## config.mk

```make
export PLATFORM = sky130hd
export DESIGN_NAME = multichannel_hysteresis_debounce
export DESIGN_NICKNAME = d
export VERILOG_FILES = /design/src/mhd_pkg.sv /design/src/multichannel_hysteresis_debounce.sv /design/src/mhd_ram.sv
export SDC_FILE = /design/constraint.sdc
export NUM_CORES = 1
export LEC_CHECK = 0
export ABC_AREA = 0
export BUFFER_PORTS_ARGS = -buffer_cell sky130_fd_sc_hd__buf_2
export CAP_MARGIN = 20
export CORE_UTILIZATION = 50
export DETAILED_ROUTE_END_ITERATION = 10
export PLACE_DENSITY_LB_ADDON = 0.08
export REMOVE_ABC_BUFFERS = 1
export SYNTH_ARGS = -nofsm -noshare
export SYNTH_HDL_FRONTEND = slang
export SYNTH_HIERARCHICAL = 1
export SYNTH_SLANG_ARGS = --single-unit
```

## constraint.sdc

```tcl
create_clock -name clk -period 3.1 [get_ports clk]
set_input_delay 0.62 -clock clk [delete_from_list [all_inputs] [get_ports clk]]
set_output_delay 0.62 -clock clk [all_outputs]
set_load 0.01 [all_outputs]
```

## src/mhd_pkg.sv

```systemverilog
// ----------------------------------------------------------------------------
// mhd_pkg
// Shared constants and payload types of the multichannel hysteresis debounce.
// ----------------------------------------------------------------------------
package mhd_pkg;

	localparam int CHANNELS         = 8;
	localparam int SAMPLES_PER_READ = 2;
	localparam int CONFIRM_COUNT    = 2;
	localparam int SAMPLE_BITS      = 10;

	// fixed field widths
	localparam int CH_W   = 3;
	localparam int DIR_W  = 2;
	localparam int MASK_W = 8;

	// derived widths
	localparam int CH_AW = (CHANNELS > 1) ? $clog2(CHANNELS) : 1;
	localparam int SL_W  = $clog2(SAMPLES_PER_READ + 1);
	localparam int CF_W  = $clog2(CONFIRM_COUNT + 1);
	localparam int THR_W = 2 * SAMPLE_BITS;

	localparam logic [SAMPLE_BITS-1:0] MIN_RESET = {SAMPLE_BITS{1'b1}};

	// operation codes
	localparam logic OP_SAMPLE = 1'b0;
	localparam logic OP_THRESH = 1'b1;

	// direction codes
	localparam logic [DIR_W-1:0] DIR_NONE = 2'd0;
	localparam logic [DIR_W-1:0] DIR_FWD  = 2'd1;
	localparam logic [DIR_W-1:0] DIR_BACK = 2'd2;

	// APB register map: register index sits in paddr[REG_SEL_BIT]
	localparam int PADDR_W     = 3;
	localparam int PDATA_W     = 32;
	localparam int REG_SEL_BIT = 2;
	localparam logic REG_FRONT = 1'b0;
	localparam logic REG_BACK  = 1'b1;

	typedef struct packed {
		logic                   operation;
		logic [SAMPLE_BITS-1:0] sample;
		logic [CH_W-1:0]        channel;
		logic [SAMPLE_BITS-1:0] low_threshold;
		logic [SAMPLE_BITS-1:0] high_threshold;
		logic [DIR_W-1:0]       direction;
	} in_item_t;

	typedef struct packed {
		logic                   complete;
		logic [CH_W-1:0]        done_channel;
		logic [SAMPLE_BITS-1:0] raw_min;
		logic                   detected;
		logic                   path_blocked;
		logic [CH_W-1:0]        next_channel;
	} out_item_t;

endpackage

```

## src/multichannel_hysteresis_debounce.sv

```systemverilog
// ----------------------------------------------------------------------------
// multichannel_hysteresis_debounce
// Round-robin min-of-N sensor scan with per-channel hysteresis and debounce.
// ----------------------------------------------------------------------------
// Usage:
//   in_*  : one transfer per ADC sample (operation OP_SAMPLE) or per
//           threshold load (OP_THRESH). Threshold loads give no result.
//   out_* : one transfer per sample; next_channel tells the ADC sequencer
//           which channel to convert next.
//   APB   : front_mask at 0x0, back_mask at 0x4; write only while idle.
// Timing:
//   A sample transfer loads the judge stage and starts the RAM reads of its
//   channel; when that stage advances, it judges the item and loads the
//   output register, which drives out_valid. One item per cycle sustained
//   while out_stall is low; the confirm-counter read-modify-write is
//   covered by forwarding from the write-back to the next read.
// Reset:
//   Scan restarts at channel 0, held states clear, masks clear. RAM entries
//   carry valid flags so unwritten thresholds read 0 and counters read
//   CONFIRM_COUNT; no clearing pass is needed.
// Stall:
//   out_stall holds the output register; the judge stage then holds too and
//   in_stall rises, so nothing is dropped and no state is updated twice.
// ----------------------------------------------------------------------------
module multichannel_hysteresis_debounce (
	input  logic                                 clk,
	input  logic                                 arst_n,

	input  logic                                 in_valid,
	output logic                                 in_stall,
	input  mhd_pkg::in_item_t                    in_data,

	output logic                                 out_valid,
	input  logic                                 out_stall,
	output mhd_pkg::out_item_t                   out_data,

	input  logic                                 psel,
	input  logic                                 penable,
	input  logic                                 pwrite,
	input  logic [mhd_pkg::PADDR_W-1:0]          paddr,
	input  logic [mhd_pkg::PDATA_W-1:0]          pwdata,
	output logic [mhd_pkg::PDATA_W-1:0]          prdata,
	output logic                                 pready
);

	// ------------------------------------------------------------------
	// configuration registers
	// ------------------------------------------------------------------
	logic [mhd_pkg::MASK_W-1:0] front_mask_q;
	logic [mhd_pkg::MASK_W-1:0] back_mask_q;
	logic                       cfg_we;

	assign pready = 1'b1;
	assign cfg_we = psel && penable && pwrite && pready;

	always_ff @(posedge clk or negedge arst_n) begin
		if (!arst_n) begin
			front_mask_q <= '0;
			back_mask_q  <= '0;
		end else if (cfg_we) begin
			if (paddr[mhd_pkg::REG_SEL_BIT] == mhd_pkg::REG_BACK) begin
				back_mask_q <= pwdata[mhd_pkg::MASK_W-1:0];
			end else begin
				front_mask_q <= pwdata[mhd_pkg::MASK_W-1:0];
			end
		end
	end

	always_comb begin
		prdata = '0;
		if (paddr[mhd_pkg::REG_SEL_BIT] == mhd_pkg::REG_BACK) begin
			prdata[mhd_pkg::MASK_W-1:0] = back_mask_q;
		end else begin
			prdata[mhd_pkg::MASK_W-1:0] = front_mask_q;
		end
	end

	// ------------------------------------------------------------------
	// handshake and stage-0 decode
	// ------------------------------------------------------------------
	logic in_acc;
	logic smp_acc;
	logic thr_we;
	logic ch_ok;
	logic s1_vld_q;
	logic s1_adv;
	logic out_vld_q;

	assign s1_adv   = s1_vld_q && (!out_vld_q || !out_stall);
	assign in_stall = s1_vld_q && !s1_adv;
	assign in_acc   = in_valid && !in_stall;
	assign smp_acc  = in_acc && (in_data.operation == mhd_pkg::OP_SAMPLE);
	// writes to channels beyond the configured count are dropped
	assign ch_ok    = {1'b0, in_data.channel} < (mhd_pkg::CH_W + 1)'(mhd_pkg::CHANNELS);
	assign thr_we   = in_acc && (in_data.operation == mhd_pkg::OP_THRESH) && ch_ok;

	// ------------------------------------------------------------------
	// scan sequencer and running minimum
	// ------------------------------------------------------------------
	logic [mhd_pkg::CH_AW-1:0]       scan_q;
	logic [mhd_pkg::CH_AW-1:0]       scan_nxt;
	logic [mhd_pkg::SL_W-1:0]        samples_left_q;
	logic [mhd_pkg::SAMPLE_BITS-1:0] run_min_q;
	logic [mhd_pkg::SAMPLE_BITS-1:0] min_new;
	logic                            last_smp;

	assign min_new  = (in_data.sample < run_min_q) ? in_data.sample : run_min_q;
	assign last_smp = samples_left_q <= mhd_pkg::SL_W'(1);
	assign scan_nxt = (scan_q == mhd_pkg::CH_AW'(mhd_pkg::CHANNELS - 1)) ? '0
	                  : scan_q + 1'b1;

	always_ff @(posedge clk or negedge arst_n) begin
		if (!arst_n) begin
			scan_q         <= '0;
			samples_left_q <= mhd_pkg::SL_W'(mhd_pkg::SAMPLES_PER_READ);
			run_min_q      <= mhd_pkg::MIN_RESET;
		end else if (smp_acc) begin
			if (last_smp) begin
				scan_q         <= scan_nxt;
				samples_left_q <= mhd_pkg::SL_W'(mhd_pkg::SAMPLES_PER_READ);
				run_min_q      <= mhd_pkg::MIN_RESET;
			end else begin
				samples_left_q <= samples_left_q - 1'b1;
				run_min_q      <= min_new;
			end
		end
	end

	// ------------------------------------------------------------------
	// per-channel memories: thresholds and confirm counters
	// ------------------------------------------------------------------
	logic [mhd_pkg::CHANNELS-1:0]    thr_vld_q;
	logic [mhd_pkg::CHANNELS-1:0]    conf_vld_q;
	logic [mhd_pkg::THR_W-1:0]       thr_rd_s1;
	logic [mhd_pkg::CF_W-1:0]        conf_rd_s1;
	logic                            conf_we;
	logic [mhd_pkg::CF_W-1:0]        conf_new;
	logic [mhd_pkg::CH_AW-1:0]       ch_s1;

	mhd_ram #(
		.WIDTH (mhd_pkg::THR_W),
		.DEPTH (mhd_pkg::CHANNELS)
	) u_thr_ram (
		.clk   (clk),
		.we    (thr_we),
		.waddr (in_data.channel[mhd_pkg::CH_AW-1:0]),
		.wdata ({in_data.high_threshold, in_data.low_threshold}),
		.re    (smp_acc),
		.raddr (scan_q),
		.rdata (thr_rd_s1)
	);

	mhd_ram #(
		.WIDTH (mhd_pkg::CF_W),
		.DEPTH (mhd_pkg::CHANNELS)
	) u_conf_ram (
		.clk   (clk),
		.we    (conf_we),
		.waddr (ch_s1),
		.wdata (conf_new),
		.re    (smp_acc),
		.raddr (scan_q),
		.rdata (conf_rd_s1)
	);

	always_ff @(posedge clk or negedge arst_n) begin
		if (!arst_n) begin
			thr_vld_q  <= '0;
			conf_vld_q <= '0;
		end else begin
			if (thr_we) begin
				thr_vld_q[in_data.channel[mhd_pkg::CH_AW-1:0]] <= 1'b1;
			end
			if (conf_we) begin
				conf_vld_q[ch_s1] <= 1'b1;
			end
		end
	end

	// ------------------------------------------------------------------
	// stage 1: judge
	// ------------------------------------------------------------------
	logic                            complete_s1;
	logic [mhd_pkg::SAMPLE_BITS-1:0] raw_s1;
	logic [mhd_pkg::DIR_W-1:0]       dir_s1;
	logic [mhd_pkg::CH_AW-1:0]       next_s1;
	logic                            thr_ok_s1;
	logic                            conf_ok_s1;
	logic                            fwd_s1;
	logic [mhd_pkg::CF_W-1:0]        fwd_conf_s1;

	always_ff @(posedge clk or negedge arst_n) begin
		if (!arst_n) begin
			s1_vld_q <= 1'b0;
		end else if (smp_acc) begin
			s1_vld_q <= 1'b1;
		end else if (s1_adv) begin
			s1_vld_q <= 1'b0;
		end
	end

	always_ff @(posedge clk) begin
		if (smp_acc) begin
			complete_s1 <= last_smp;
			raw_s1      <= last_smp ? min_new : '0;
			dir_s1      <= in_data.direction;
			ch_s1       <= scan_q;
			next_s1     <= last_smp ? scan_nxt : scan_q;
			thr_ok_s1   <= thr_vld_q[scan_q];
			conf_ok_s1  <= conf_vld_q[scan_q];
			// counter written back this edge for the entry being read
			fwd_s1      <= conf_we && (ch_s1 == scan_q);
			fwd_conf_s1 <= conf_new;
		end
	end

	logic [mhd_pkg::SAMPLE_BITS-1:0] lo_thr;
	logic [mhd_pkg::SAMPLE_BITS-1:0] hi_thr;
	logic [mhd_pkg::CF_W-1:0]        conf_cur;
	logic [mhd_pkg::CHANNELS-1:0]    held_q;
	logic [mhd_pkg::CHANNELS-1:0]    held_new;
	logic                            held_cur;
	logic                            held_bit;
	logic                            below;
	logic                            above;
	logic                            judge;
	logic                            want;
	logic [mhd_pkg::MASK_W-1:0]      dir_mask;
	logic                            blocked;

	assign lo_thr   = thr_ok_s1 ? thr_rd_s1[mhd_pkg::SAMPLE_BITS-1:0] : '0;
	assign hi_thr   = thr_ok_s1 ? thr_rd_s1[mhd_pkg::THR_W-1:mhd_pkg::SAMPLE_BITS] : '0;
	assign conf_cur = fwd_s1 ? fwd_conf_s1
	                  : (conf_ok_s1 ? conf_rd_s1 : mhd_pkg::CF_W'(mhd_pkg::CONFIRM_COUNT));
	assign held_cur = held_q[ch_s1];

	// low test first: below low reads clear, even with crossed thresholds
	assign below = raw_s1 < lo_thr;
	assign above = raw_s1 > hi_thr;
	assign judge = complete_s1 && (below || above);
	assign want  = !below;

	always_comb begin
		held_bit = held_cur;
		conf_new = mhd_pkg::CF_W'(mhd_pkg::CONFIRM_COUNT);
		if (held_cur != want) begin
			if (conf_cur <= mhd_pkg::CF_W'(1)) begin
				held_bit = want;
			end else begin
				conf_new = conf_cur - 1'b1;
			end
		end
		if (!judge) begin
			held_bit = held_cur;
		end
		held_new        = held_q;
		held_new[ch_s1] = held_bit;
	end

	assign conf_we = s1_adv && judge;

	always_ff @(posedge clk or negedge arst_n) begin
		if (!arst_n) begin
			held_q <= '0;
		end else if (s1_adv) begin
			held_q <= held_new;
		end
	end

	always_comb begin
		case (dir_s1)
			mhd_pkg::DIR_FWD:  dir_mask = front_mask_q;
			mhd_pkg::DIR_BACK: dir_mask = back_mask_q;
			default:           dir_mask = '0;
		endcase
	end

	assign blocked = |(dir_mask[mhd_pkg::CHANNELS-1:0] & held_new);

	// ------------------------------------------------------------------
	// output register
	// ------------------------------------------------------------------
	mhd_pkg::out_item_t out_data_q;

	always_ff @(posedge clk or negedge arst_n) begin
		if (!arst_n) begin
			out_vld_q <= 1'b0;
		end else if (s1_adv) begin
			out_vld_q <= 1'b1;
		end else if (!out_stall) begin
			out_vld_q <= 1'b0;
		end
	end

	always_ff @(posedge clk) begin
		if (s1_adv) begin
			out_data_q.complete     <= complete_s1;
			out_data_q.done_channel <= mhd_pkg::CH_W'(ch_s1);
			out_data_q.raw_min      <= raw_s1;
			out_data_q.detected     <= held_bit;
			out_data_q.path_blocked <= blocked;
			out_data_q.next_channel <= mhd_pkg::CH_W'(next_s1);
		end
	end

	assign out_valid = out_vld_q;
	assign out_data  = out_data_q;

	// ------------------------------------------------------------------
	// assertions
	// ------------------------------------------------------------------
	a_conf_nonzero: assert property (@(posedge clk) disable iff (!arst_n)
		conf_we |-> conf_new != '0)
		else $error("confirm counter written as zero");

	a_samples_nonzero: assert property (@(posedge clk) disable iff (!arst_n)
		samples_left_q != '0)
		else $error("samples_left reached zero");

	a_held_stable: assert property (@(posedge clk) disable iff (!arst_n)
		!(s1_adv && complete_s1) |=> $stable(held_q))
		else $error("held state changed without a completed reading");

	a_held_one_bit: assert property (@(posedge clk) disable iff (!arst_n)
		s1_adv |=> $countones(held_q ^ $past(held_q)) <= 1)
		else $error("more than one held state changed at once");

	a_adv_loads_out: assert property (@(posedge clk) disable iff (!arst_n)
		s1_adv |=> out_vld_q && (out_data_q.done_channel == mhd_pkg::CH_W'($past(ch_s1))))
		else $error("judged item did not reach the output register");

endmodule

```

## src/mhd_ram.sv

```systemverilog
// ----------------------------------------------------------------------------
// mhd_ram
// Generic single-write, single-read RAM with registered read data.
// ----------------------------------------------------------------------------
module mhd_ram #(
	parameter int WIDTH = 8,
	parameter int DEPTH = 8
) (
	input  logic                                         clk,
	input  logic                                         we,
	input  logic [((DEPTH > 1) ? $clog2(DEPTH) : 1)-1:0] waddr,
	input  logic [WIDTH-1:0]                             wdata,
	input  logic                                         re,
	input  logic [((DEPTH > 1) ? $clog2(DEPTH) : 1)-1:0] raddr,
	output logic [WIDTH-1:0]                             rdata
);

	logic [WIDTH-1:0] mem_q [DEPTH];

	// read returns old data on a same-address write
	always_ff @(posedge clk) begin
		if (we) begin
			mem_q[waddr] <= wdata;
		end
		if (re) begin
			rdata <= mem_q[raddr];
		end
	end

endmodule

```

* Yosys cells after proc, flatten, opt, wreduce, memory -nomap -nowiden
Memories as Yosys holds them, arrays and structs flattened. A register that Yosys moved wholly into a read port is not among the register bits.
Index checks and enable logic that the tools add are counted.
** Word-level totals
- Bits in read-only memories :: 0
- Word-level logic and storage cells :: 109
- Register bits :: 100
- Memories kept :: 2
- Bits of input ports :: 78
- Bits in latches :: 0
- RAM bits :: 176
** Memories
- u_thr_ram.mem_q :: depth 8, bits a word 20, read ports 1, clocked after memory_dff 1, wr ports 1, RTL line mhd_ram.sv:18 : logic [WIDTH-1:0] mem_q [DEPTH];
- u_conf_ram.mem_q :: depth 8, bits a word 2, read ports 1, clocked after memory_dff 1, wr ports 1, RTL line mhd_ram.sv:18
** Operators by class
- Reductions and logical operators :: 23
- Multipliers :: 0
- Shifts and indexed selects :: 0
- Add/subtract/negate cells :: 3
- Bitwise gates (word level) :: 5
- Div/mod/pow operators :: 0
- $lt $le $gt $ge :: 10
- Multiplexer cells :: 35
- Eq/ne operators :: 6
** Operator list (number)
- $mux W10 :: 4
- $lt A10 B10 Y1 :: 2
- $mux W1 :: 16
- $or A8 B8 Y8 :: 2
- $pmux W8 S2 :: 1
- $logic_and A1 B1 Y1 :: 12
- $lt A3 B4 Y1 const B :: 3
- $gt A10 B10 Y1 :: 1
- $mux W2 :: 5
- $bmux W1 S3 :: 3
- $and A8 B8 Y8 :: 1
- $bwmux W8 :: 1
- $mux W8 :: 1
- $reduce_or A8 Y1 :: 1
- $demux W1 S3 :: 2
- $ge A3 B1 Y1 const B :: 2
- $mux W3 :: 2
- $logic_not A1 Y1 :: 5
- $le A2 B1 Y1 const B :: 2
- $reduce_and A2 Y1 :: 2
- $sub A2 B1 Y2 const B :: 2
- $add A3 B1 Y3 const B :: 1
- $eq A3 B3 Y1 :: 1
- $eq A3 B3 Y1 const B :: 1
- 7 further kinds :: 9

* Depth between registers and ports, before layout
Gate-level depths: netlist of the first run.
- Word-level depth :: 10
- Mapped depth :: 12
- Gate-level depth less buffers :: 10

* By module
The synthesis of the first run kept the hierarchy.
** By module, submodules not included
- mhd_ram (u_thr_ram) :: cells each 264, area an instance 6812.8 um^2, times used 1, sequential area each 5405.2 um^2
- multichannel_hysteresis_debounce :: cells each 507, area an instance 5515.3 um^2, times used 1, sequential area each 2731.4 um^2
- mhd_ram (u_conf_ram) :: cells each 37, area an instance 726.9 um^2, times used 1, sequential area each 540.5 um^2

* Least setup slack after synthesis of the first run
OpenSTA, ideal clock, no wires.
- Path type :: input port to flip-flop
- Start :: input port out_stall
- End :: register ch_s1[0] in the netlist's numbering (enable)
- Cell stages on the path :: 6
- Library setup time :: 0.429 ns
- Data arrival time :: 2.736 ns
- Setup slack :: -0.065 ns
- Cell sequence :: nand3_1 -> nand2_1 -> or2_2 -> clkbuf_1 -> inv_1 -> clkbuf_1
** On the way
- Word-level cells in the longest chain between the ends :: 8
** Ends and longest elaborated chain
- start: declaration :: RTL line multichannel_hysteresis_debounce.sv:34 : input logic out_stall,
- $logic_not A1 Y1
- $logic_or A1 B1 Y1 :: RTL line multichannel_hysteresis_debounce.sv:89 : assign s1_adv = s1_vld_q && (!out_vld_q || !out_stall);
- $logic_and A1 B1 Y1 :: RTL line multichannel_hysteresis_debounce.sv:89
- $logic_not A1 Y1 :: RTL line multichannel_hysteresis_debounce.sv:90 : assign in_stall = s1_vld_q && !s1_adv;
- $logic_and A1 B1 Y1 :: RTL line multichannel_hysteresis_debounce.sv:90
- $logic_not A1 Y1 :: RTL line multichannel_hysteresis_debounce.sv:91 : assign in_acc = in_valid && !in_stall;
- $logic_and A1 B1 Y1 :: RTL line multichannel_hysteresis_debounce.sv:91
- $logic_and A1 B1 Y1 :: RTL line multichannel_hysteresis_debounce.sv:92 : assign smp_acc = in_acc && (in_data.operation == mhd_pkg::OP_SAMPLE);
- via smp_acc :: RTL line multichannel_hysteresis_debounce.sv:82 : logic smp_acc;
- end signal: assignment :: RTL line multichannel_hysteresis_debounce.sv:207 : ch_s1 <= scan_q;
- end: declaration :: RTL line multichannel_hysteresis_debounce.sv:138 : logic [mhd_pkg::CH_AW-1:0] ch_s1;
The timed path passes the listed nets, and every way through them passes these cells.
A chain may end at the register's enable or synchronous reset.

* Final worst setup path of the first run
- Start :: register thr_ok_s1
- End :: memory u_conf_ram/mem_q[4][1] in the netlist's numbering (enable)
** On the way
- Word-level cells in the longest chain between the ends :: 7
- Elaborated cells on any way between the ends :: 9
- Classes of those cells :: order compare (2); mux (4); reduce/logical (3)
** Ends and longest elaborated chain
- start: declaration :: RTL line multichannel_hysteresis_debounce.sv:187 : logic thr_ok_s1;
- start signal: assignment :: RTL line multichannel_hysteresis_debounce.sv:209 : thr_ok_s1 <= thr_vld_q[scan_q];
- $mux W10 (on tied branches) :: RTL line multichannel_hysteresis_debounce.sv:231, multichannel_hysteresis_debounce.sv:232
- $lt A10 B10 Y1 / $gt A10 B10 Y1 (equally long branches) :: RTL line multichannel_hysteresis_debounce.sv:238, multichannel_hysteresis_debounce.sv:239
- $logic_or A1 B1 Y1 (*) :: RTL line multichannel_hysteresis_debounce.sv:240 : assign judge = complete_s1 && (below || above);
- $logic_and A1 B1 Y1 (*) :: RTL line multichannel_hysteresis_debounce.sv:240
- $logic_and A1 B1 Y1 (*) :: RTL line multichannel_hysteresis_debounce.sv:260 : assign conf_we = s1_adv && judge;
- via conf_we :: RTL line multichannel_hysteresis_debounce.sv:136 : logic conf_we;
- $mux W1 (*) :: RTL line mhd_ram.sv:22 : if (we) begin
- $mux W1 (implied by the code) (*) :: RTL line mhd_ram.sv:23 : mem_q[waddr] <= wdata;
- end: declaration :: RTL line mhd_ram.sv:18
The timed path passes the listed nets; every way through them passes the cells marked *.

==> metrics.md, run 1 <==
| Metric | Value |
|---|---|
| Most frequent cells after synthesis | 241 x edfxtp_1, 49 x mux2_2, 46 x dfrtp_1 |
| Worst vdd ir | 0.540 mV |
| Worst slack, placed | 0.116 ns |
| Relative slew slack | 0.495 |
| Hold path startpoint | in_data[1] |
| Final Cycle Share | 0.928 |
| CTS Buf Count | 30 |
| Pre-Repair DR Iteration Count | 5 |
| Setup_tns | 0 ns |
| Std-Cell Rows | 58 |
| Number of synthesized flops with an enable pin | 241 |
| N_diodes | 0 |
| Worst-path cell chain | buf_4 -> nand2_1 -> ha_1 -> nand4_1 -> a211oi_1 -> a2111oi_2 -> a31oi_1 -> o211ai_4 -> inv_1 -> nand2_1 -> nor3_1 |
| RR Startpoint | thr_ok_s1 |
| Req. time, crit path | 3.31 ns |
| H-tree levels | 1 |
| CTS root buffer | clkbuf_16 |
| Final setup violation count | 0 |
| Synth Register Bits | 298 |
| CP max FO | 13 |
| Unrepaired setup endpoints after global routing | no |
| Wire length of the first global-routing pass | 40100 µm |
| Vias in the first global route | 7387 |
| Overall power | 11.6 mW |
| Synth area leader | edfxtp_1 |
| HP Class | input port to flop |
| Worst setup margin | 0.224 ns |
| Crit-path max cell delay | 0.47 ns |
| DRC violations left | 0 |
| Synth async-reset ratio | 0.191 |
| Cells after Synth | 808 |
| Synth Flop Type | edfxtp_1 |
| Worst setup startpoint | thr_ok_s1 |
| Clock latency on the worst-skew pair | 0.56 ns |
| Worst hold slack | 0.260 ns |
| Cell repeated most along the worst path | nand2_1 |
| Final HPWL DP | 16600 µm |
| I/O Buffers | 80 |
| Fillcell total | 1962 |
| Slowest cell on the critical path | edfxtp_1 |
| Clock slew at reported path FFs | 0.06 ns |
| CTS tree | yes |
| Final core utilization | 0.582 |
| CTS max path bufs | 3 |
| GP Congestion | 0.843 |
| Total number of vias | 7142 |
| Count leader, synth | edfxtp_1 |
| Min Clock Period, post-route | 2.88 ns |
| IO Count | 132 |
| Largest net degree at the start of global routing | 40 |
| Synthesized cell area | 13100 µm² |
| Synth area leaders | edfxtp_1 55%, mux4_1 8.9%, dfrtp_1 8.8% |
| Worst Setup Start Kind | flop |
| Syn_area_per_cell | 16.2 µm² |
| Post-synth top area share | 0.554 |
| Share of layout cells above drive strength 1 | 0.240 |
| Initial Util | 0.514 |
| Max Cap Viol | 0 |
| Fin Clk Skew | 0.0258 ns |
| Syn-to-layout area delta | 13.2% |
| Drt wl/cell | 20.2 µm |
| Initial drt markers | 552 |
| Pins Over Slew Limit | 0 |
| CP Data Arrival Time | 3.08 ns |
| CP endpoint kind | flop |
| Die width | 164 µm |
| Syn. warnings | 6 |
| Fmax | 0.348 GHz |
| Initial antenna violation count | 0 |
| Overflow after GRT | 0 |
| Clock sinks | 298 |
| Final Hold Fails | 0 |
| Pwr Density | 788 nW/µm² |
| Status | complete, no violations |
| WL final | 25500 µm |
| Worst path buffer plus inverter count | 2 |
| Lkg Pwr | 5.46 nW |
| Vias per cell | 5.66 |
| Total GRT Usage | 0.198 |
| CP top delay family | compound AO/OA/AOI/OAI gates |
| Core area | 25400 µm² |
| Slew @ Worst Pin | 0.757 ns |
| Kind of critical path | flop to flop |
| Die Height | 164 µm |
| Post-synth cell types | 59 |
| Seq/Total Area, Yosys | 0.665 |
| Antenna-violating nets left | 0 |
| DIE AREA | 26800 µm² |
| Nets | 1017 |
[state kept, by name, summed over array words and instances, names as in the netlist, 3 cells and up]
register / cells
back_mask_q: 8
ch_s1: 3
conf_vld_q: 8
front_mask_q: 8
held_q: 8
next_s1: 3
out_data: 19
raw_s1: 10
run_min_q: 10
scan_q: 3
thr_vld_q: 8
u_conf_ram/mem_q: 16
u_thr_ram/mem_q: 160
u_thr_ram/rdata: 20
[final timing paths]
check,end,slack [ns],cells past startpoint
setup reg to reg,u_conf_ram/mem_q[4][1],0.22,11
min in group asynchronous,back_mask_q[5],0.50,2
setup / recovery,u_conf_ram/mem_q[4][1],0.22,11
max in group asynchronous,run_min_q[8],1.94,3
hold reg to reg,out_data[1],0.42,0
hold / removal,dir_s1[1],0.26,1
[metal layers]
layer | track usage | vias up | routed length, µm
met3 | 0.0295 | 54 | 1130
met5 | 0 | - | 0
met2 | 0.349 | 192 | 13100
met4 | 0.0585 | 0 | 660
li1 | - | 3325 | -
met1 | 0.253 | 3571 | 10600
[cell families after synthesis]
logic type | after synthesis | share of synthesized area
flops | 298 | 0.665
simple gates | 168 | 0.0629
compound gates | 115 | 0.0621
mux | 98 | 0.139
buf+inv | 88 | 0.0353
fa+ha+maj | 31 | 0.0297
xor+xnor | 8 | 0.00537
other cells | 2 | 0.000575
[report_power, final]
group	switching (mW)	total [mW]	internal [mW]	leakage, nW
clock	1.43	3.37	1.94	0.439
combinational	1.49	2.93	1.43	2.16
sequential	0.381	5.36	4.97	2.87
[timing repair]
action	in CTS	in global routing
hold buffers	1	0
setup buffers	0	1
hold endpoints to repair	11	0
gates resized for setup	0	2
endpoints found under the setup margin	0	36
[stage by stage]
step | instance area (µm²) | cells
final | 14800 | 1262
after global routing | 14800 | 1262
after CTS | 14800 | 1261
after detailed placement | 13800 | 1204
after global placement | 13800 | 1204
after floorplan | 12800 | 766
[layout make-up]
class	instances	area (µm²)	area share
inverter	23	86.3	0.00584
multi-input combinational	445	4020	0.272
clock buffer	37	777	0.0526
timing repair buffer	110	653	0.0442
sequential	298	8680	0.587
tap	330	413	0.0279
clock inverter	19	148	0.00999
[layout by cell type, fill, tap and decap left out, drive strengths merged, types with 6 or more instances in the layout]
cell      n
dfstp    11
conb     25
clkinv   14
nor2b     6
nand3    20
buf     109
ha       31
nor4      9
nand2    45
inv      23
o31ai     8
mux4     49
o21bai   12
edfxtp  241
o21ai    31
a22oi     8
a21oi    16
a311oi    9
dfrtp    46
clkbuf   37
nor3      8
nor2     45
mux2     49
nand2b   15
No activity file was read; power rests on OpenSTA's default activity.
==> run 2: changes to the inputs <==
- CTS_BUF_LIST: default -> sky130_fd_sc_hd__clkbuf_4 sky130_fd_sc_hd__clkbuf_8
==> metrics.md, run 2 (synthesized netlist as in run 1, its figures left out) <==
| Metric | Value |
|---|---|
| Most frequent cells in the layout | 241 x edfxtp_1, 80 x buf_2, 52 x clkbuf_8 |
| Fin Clk Skew | 0.0196 ns |
| Vias in the first global route | 7565 |
| Net Sw Frac | 0.294 |
| Net Sw Power | 3.43 mW |
| DIE AREA | 26800 µm² |
| Status | complete, no violations |
| Relative slew slack | 0.498 |
| Total GRT Usage | 0.202 |
| Antenna-violating nets left | 0 |
| Min Clock Period, post-route | 2.81 ns |
| I/O Buffers | 80 |
| Internal power | 8.24 mW |
| Drt wl/cell | 20.0 µm |
| Worst vdd ir | 0.433 mV |
| CTS max path bufs | 3 |
| Lkg Pwr | 5.55 nW |
| Largest net degree at the start of global routing | 40 |
| Max FFs per register | 160 |
| Vias per cell | 5.60 |
| Slowest cell on the critical path | edfxtp_1 |
| Clock latency on the worst-skew pair | 0.57 ns |
| Initial drt markers | 544 |
| Most common cell after layout, fill and taps aside | edfxtp_1 |
| Initial Util | 0.514 |
| Core area | 25400 µm² |
| Pwr Density | 786 nW/µm² |
| Logic pwr share | 0.251 |
| Final setup violation count | 0 |
| WL final | 25900 µm |
| Overflow after GRT | 0 |
| Worst-path cell chain | buf_4 -> nand2_1 -> ha_1 -> nand4_1 -> a211oi_1 -> a2111oi_2 -> a31oi_1 -> o211ai_4 -> inv_1 -> nand2_1 -> nor3_1 |
| Clock sinks | 298 |
| Worst setup margin | 0.287 ns |
| CP Data Arrival Time | 3.04 ns |
| DRC violations left | 0 |
| H-tree levels | 2 |
| Max Cap Viol | 0 |
| Std-Cell Rows | 58 |
| Slew @ Worst Pin | 0.752 ns |
| Sequential share of power | 0.459 |
| IO Count | 132 |
| Die Height | 164 µm |
| Worst Setup Start Kind | flop |
| GP Congestion | 0.843 |
| Final HPWL DP | 16600 µm |
| CP max FO | 13 |
| Kind of critical path | flop to flop |
| Unrepaired setup endpoints after global routing | no |
| Setup_tns | 0 ns |
| Final Hold Fails | 0 |
| Pins Over Slew Limit | 0 |
| Total number of vias | 7272 |
| Crit-path max cell delay | 0.46 ns |
| Wire length of the first global-routing pass | 40800 µm |
| CTS root buffer | clkbuf_8 |
| CP top delay family | compound AO/OA/AOI/OAI gates |
| Pre-Repair DR Iteration Count | 8 |
| Share of layout cells above drive strength 1 | 0.272 |
| N_diodes | 0 |
| Worst slack, placed | 0.116 ns |
| CTS tree | yes |
| Syn-to-layout area delta | 13.6% |
| Die width | 164 µm |
| Nets | 1036 |
| CP endpoint kind | flop |
| Cell repeated most along the worst path | nand2_1 |
| Req. time, crit path | 3.33 ns |
| Clock network power share | 0.290 |
| Clock slew at reported path FFs | 0.06 ns |
| Biggest register | u_thr_ram/mem_q |
| CTS Buf Count | 49 |
| Initial antenna violation count | 0 |
| Worst path buffer plus inverter count | 2 |
| Fmax | 0.356 GHz |
| Final Cycle Share | 0.907 |
| HP Class | input port to flop |
[run 2: routing by layer]
layer  up-vias  global-route usage  share of wire
met1      3620               0.253           0.42
li1       3375                   -              -
met5         -                   0              0
met3        57              0.0399          0.049
met4         0              0.0715          0.026
met2       220               0.350           0.51
[run 2: worst reg2reg max path, cell delays in order (launching register included)]
cell and delay [ns]:
edfxtp_1 0.46, buf_4 0.23, nand2_1 0.08, ha_1 0.30
nand4_1 0.13, a211oi_1 0.32, a2111oi_2 0.11, a31oi_1 0.26
o211ai_4 0.10, inv_1 0.08, nand2_1 0.11, nor3_1 0.29
[run 2: cell type report]
type | instances | area, µm²
Fill cell | 1973 | 10600
Sequential cell | 298 | 8680
Multi-Input combinational cell | 445 | 4020
Clock buffer | 59 | 768
Timing Repair Buffer | 110 | 653
Tap cell | 330 | 413
Clock inverter | 33 | 218
Inverter | 23 | 86.3
[run 2: power by group through the flow]
stage / Sequential, mW / Combinational [mW] / Clock, mW
global placement: 5.41 / 2.86 / 0
floorplan: 5.49 / 1.89 / 0
global route: 5.41 / 3.23 / 3.65
CTS: 5.36 / 2.95 / 3.47
detailed placement: 5.43 / 2.93 / 0
finish: 5.35 / 2.93 / 3.38
[run 2: worst paths after layout]
kind / end / cells past startpoint / slack, ns / from
min: dir_s1[1] / 1 / 0.24 / in_data[1]
min reg2reg: out_data[1] / 0 / 0.42 / next_s1[1]
max in group asynchronous: run_min_q[7] / 3 / 1.96 / arst_n
min in group asynchronous: back_mask_q[5] / 2 / 0.49 / arst_n
max: u_conf_ram/mem_q[4][1] / 11 / 0.29 / thr_ok_s1
max reg2reg: u_conf_ram/mem_q[4][1] / 11 / 0.29 / thr_ok_s1
[run 2: what timing repair did]
item	in CTS	in global routing
endpoints found under the hold margin	11	0
setup buffers	0	1
endpoints found under the setup margin	0	36
hold buffers	1	0
resized for setup	0	2
[run 2: stage by stage]
stage	instance area, µm²	utilization	cells	hold WS [ns]	power [mW]
2_1_floorplan	12800	-	766	0.324	7.38
3_3_place_gp	13800	0.544	1204	0.407	8.28
3_5_place_dp	13800	0.544	1204	0.409	8.36
4_1_cts	14800	0.584	1297	0.206	11.8
5_1_grt	14800	0.584	1298	0.210	12.3
6_report	14800	0.584	1298	0.239	11.7
==> run 3: changes to the inputs <==
- CELL_PAD_IN_SITES_DETAIL_PLACEMENT: default -> 0
- CELL_PAD_IN_SITES_GLOBAL_PLACEMENT: default -> 2
- CORE_UTILIZATION: 50 -> 41
==> metrics.md, run 3 (synthesized netlist as in run 1, its figures left out) <==
| Metric | Value |
|---|---|
| DRC violations left | 0 |
| Footprint of the multi-input gates | 4010 µm² |
| Fmax | 0.352 GHz |
| Max FFs per register | 160 |
| Worst Setup Start Kind | flop |
| Worst r2r path cells | 8 |
| Relative slew slack | 0.343 |
| Final HPWL DP | 17600 µm |
| Logic pwr share | 0.248 |
| CP max FO | 9 |
| Share of layout cells above drive strength 1 | 0.276 |
| Sequential share of power | 0.448 |
| Min Clock Period, post-route | 2.84 ns |
| Syn-to-layout area delta | 15.1% |
| Vias per cell | 5.27 |
| Fin Clk Skew | 0.0304 ns |
| Biggest register | u_thr_ram/mem_q |
| Vias in the first global route | 7395 |
| Overall power | 12.0 mW |
| Total number of vias | 7197 |
| CTS max path bufs | 3 |
| Status | complete, no violations |
| Clock sinks | 298 |
| Core area | 31000 µm² |
| HP Class | input port to async pin |
| CTS tree | yes |
| FF+latch area | 8680 µm² |
| Post-CTS Resized | 0 |
| Final Cycle Share | 0.916 |
| Setup bufs post-CTS | 0 |
| Largest net degree at the start of global routing | 43 |
| CP Data Arrival Time | 3.04 ns |
| Die Height | 180 µm |
| WL final | 27000 µm |
| Nets | 1039 |
| DIE AREA | 32600 µm² |
| Clock slew at reported path FFs | 0.06 ns |
| I/O Buffers | 80 |
| CP endpoint kind | flop |
| Total GRT Usage | 0.168 |
| Initial Util | 0.421 |
| Clock latency on the worst-skew pair | 0.58 ns |
| Final Hold Fails | 0 |
| Unrepaired setup endpoints after global routing | no |
| Antenna-violating nets left | 0 |
| IO Count | 132 |
| Wire length of the first global-routing pass | 41400 µm |
| Drt wl/cell | 19.8 µm |
| Net Sw Frac | 0.287 |
| Req. time, crit path | 3.30 ns |
| Final core utilization | 0.485 |
| GP Congestion | 0.787 |
| Pins Over Slew Limit | 0 |
| Setup_tns | 0 ns |
| Net Sw Power | 3.46 mW |
| CTS Hold Bufs | 0 |
| Fillcell total | 2664 |
| Die width | 180 µm |
| CTS root buffer | clkbuf_8 |
| Most common cell after layout, fill and taps aside | edfxtp_1 |
| CTS Buf Count | 51 |
| Std-Cell Rows | 64 |
| H-tree levels | 2 |
| Initial antenna violation count | 3 |
| Final setup violation count | 0 |
| Pwr Density | 801 nW/µm² |
| Pre-Repair DR Iteration Count | 4 |
| Max Cap Viol | 0 |
| Lkg Pwr | 5.59 nW |
| Clock network power share | 0.304 |
| Initial drt markers | 440 |
| Internal power | 8.59 mW |
| Most frequent cells in the layout | 241 x edfxtp_1, 80 x buf_2, 51 x clkbuf_8 |
| Slew @ Worst Pin | 0.985 ns |
| Worst vdd ir | 0.453 mV |
| Overflow after GRT | 0 |
| Kind of critical path | flop to flop |
run 3: through the flow:
step	instance area, µm²	hold WS (ns)	setup WS, ns	instances
6_report	15000	0.0456	0.260	1365
3_5_place_dp	14000	0.414	0.251	1273
4_1_cts	15000	0.0328	0.242	1364
5_1_grt	15000	0.0617	0.0465	1364
2_1_floorplan	12800	0.324	0.0610	766
3_3_place_gp	14000	0.412	0.277	1273
run 3: power groups by stage:
stage	logic [mW]	clock network, mW	registers (mW)
2_1_floorplan	1.89	0	5.49
3_3_place_gp	2.99	0	5.47
3_5_place_dp	3.04	0	5.48
4_1_cts	3.06	3.77	5.41
5_1_grt	3.30	3.93	5.46
6_report	2.99	3.66	5.39
run 3: worst paths after layout:
path	start	endpoint	slack, ns
setup / recovery	raw_s1[1]	u_conf_ram/mem_q[2][1]	0.26
hold / removal	arst_n	thr_vld_q[3]	0.05
setup reg to reg	raw_s1[1]	u_conf_ram/mem_q[2][1]	0.26
hold reg to reg	next_s1[2]	out_data[2]	0.44
max in group asynchronous	arst_n	run_min_q[8]	2.39
min in group clk	in_data[1]	dir_s1[1]	0.23
run 3: layout make-up:
class | count | share of cell area
Tap cell | 396 | 0.0330
Timing Repair Buffer | 111 | 0.0455
Clock buffer | 66 | 0.0542
Clock inverter | 25 | 0.0168
Antenna cell | 1 | 0.000167
Multi-Input combinational cell | 445 | 0.267
Inverter | 23 | 0.00574
Sequential cell | 298 | 0.578
run 3: routing by layer:
metal,GRT usage,routed length (µm),vias up
li1,-,-,3396
met1,0.210,11500,3542
met2,0.291,13500,196
met3,0.0342,1250,59
met4,0.0561,689,4
met5,0,24,-
run 3: worst max-delay path, stage by stage, from the launching register on:
cell,delay (ns)
edfxtp_1,0.46
ha_1,0.26
nor4bb_1,0.31
nor3_1,0.10
o31a_1,0.33
a2111oi_4,0.37
buf_4,0.19
xnor2_1,0.14
o211ai_1,0.32
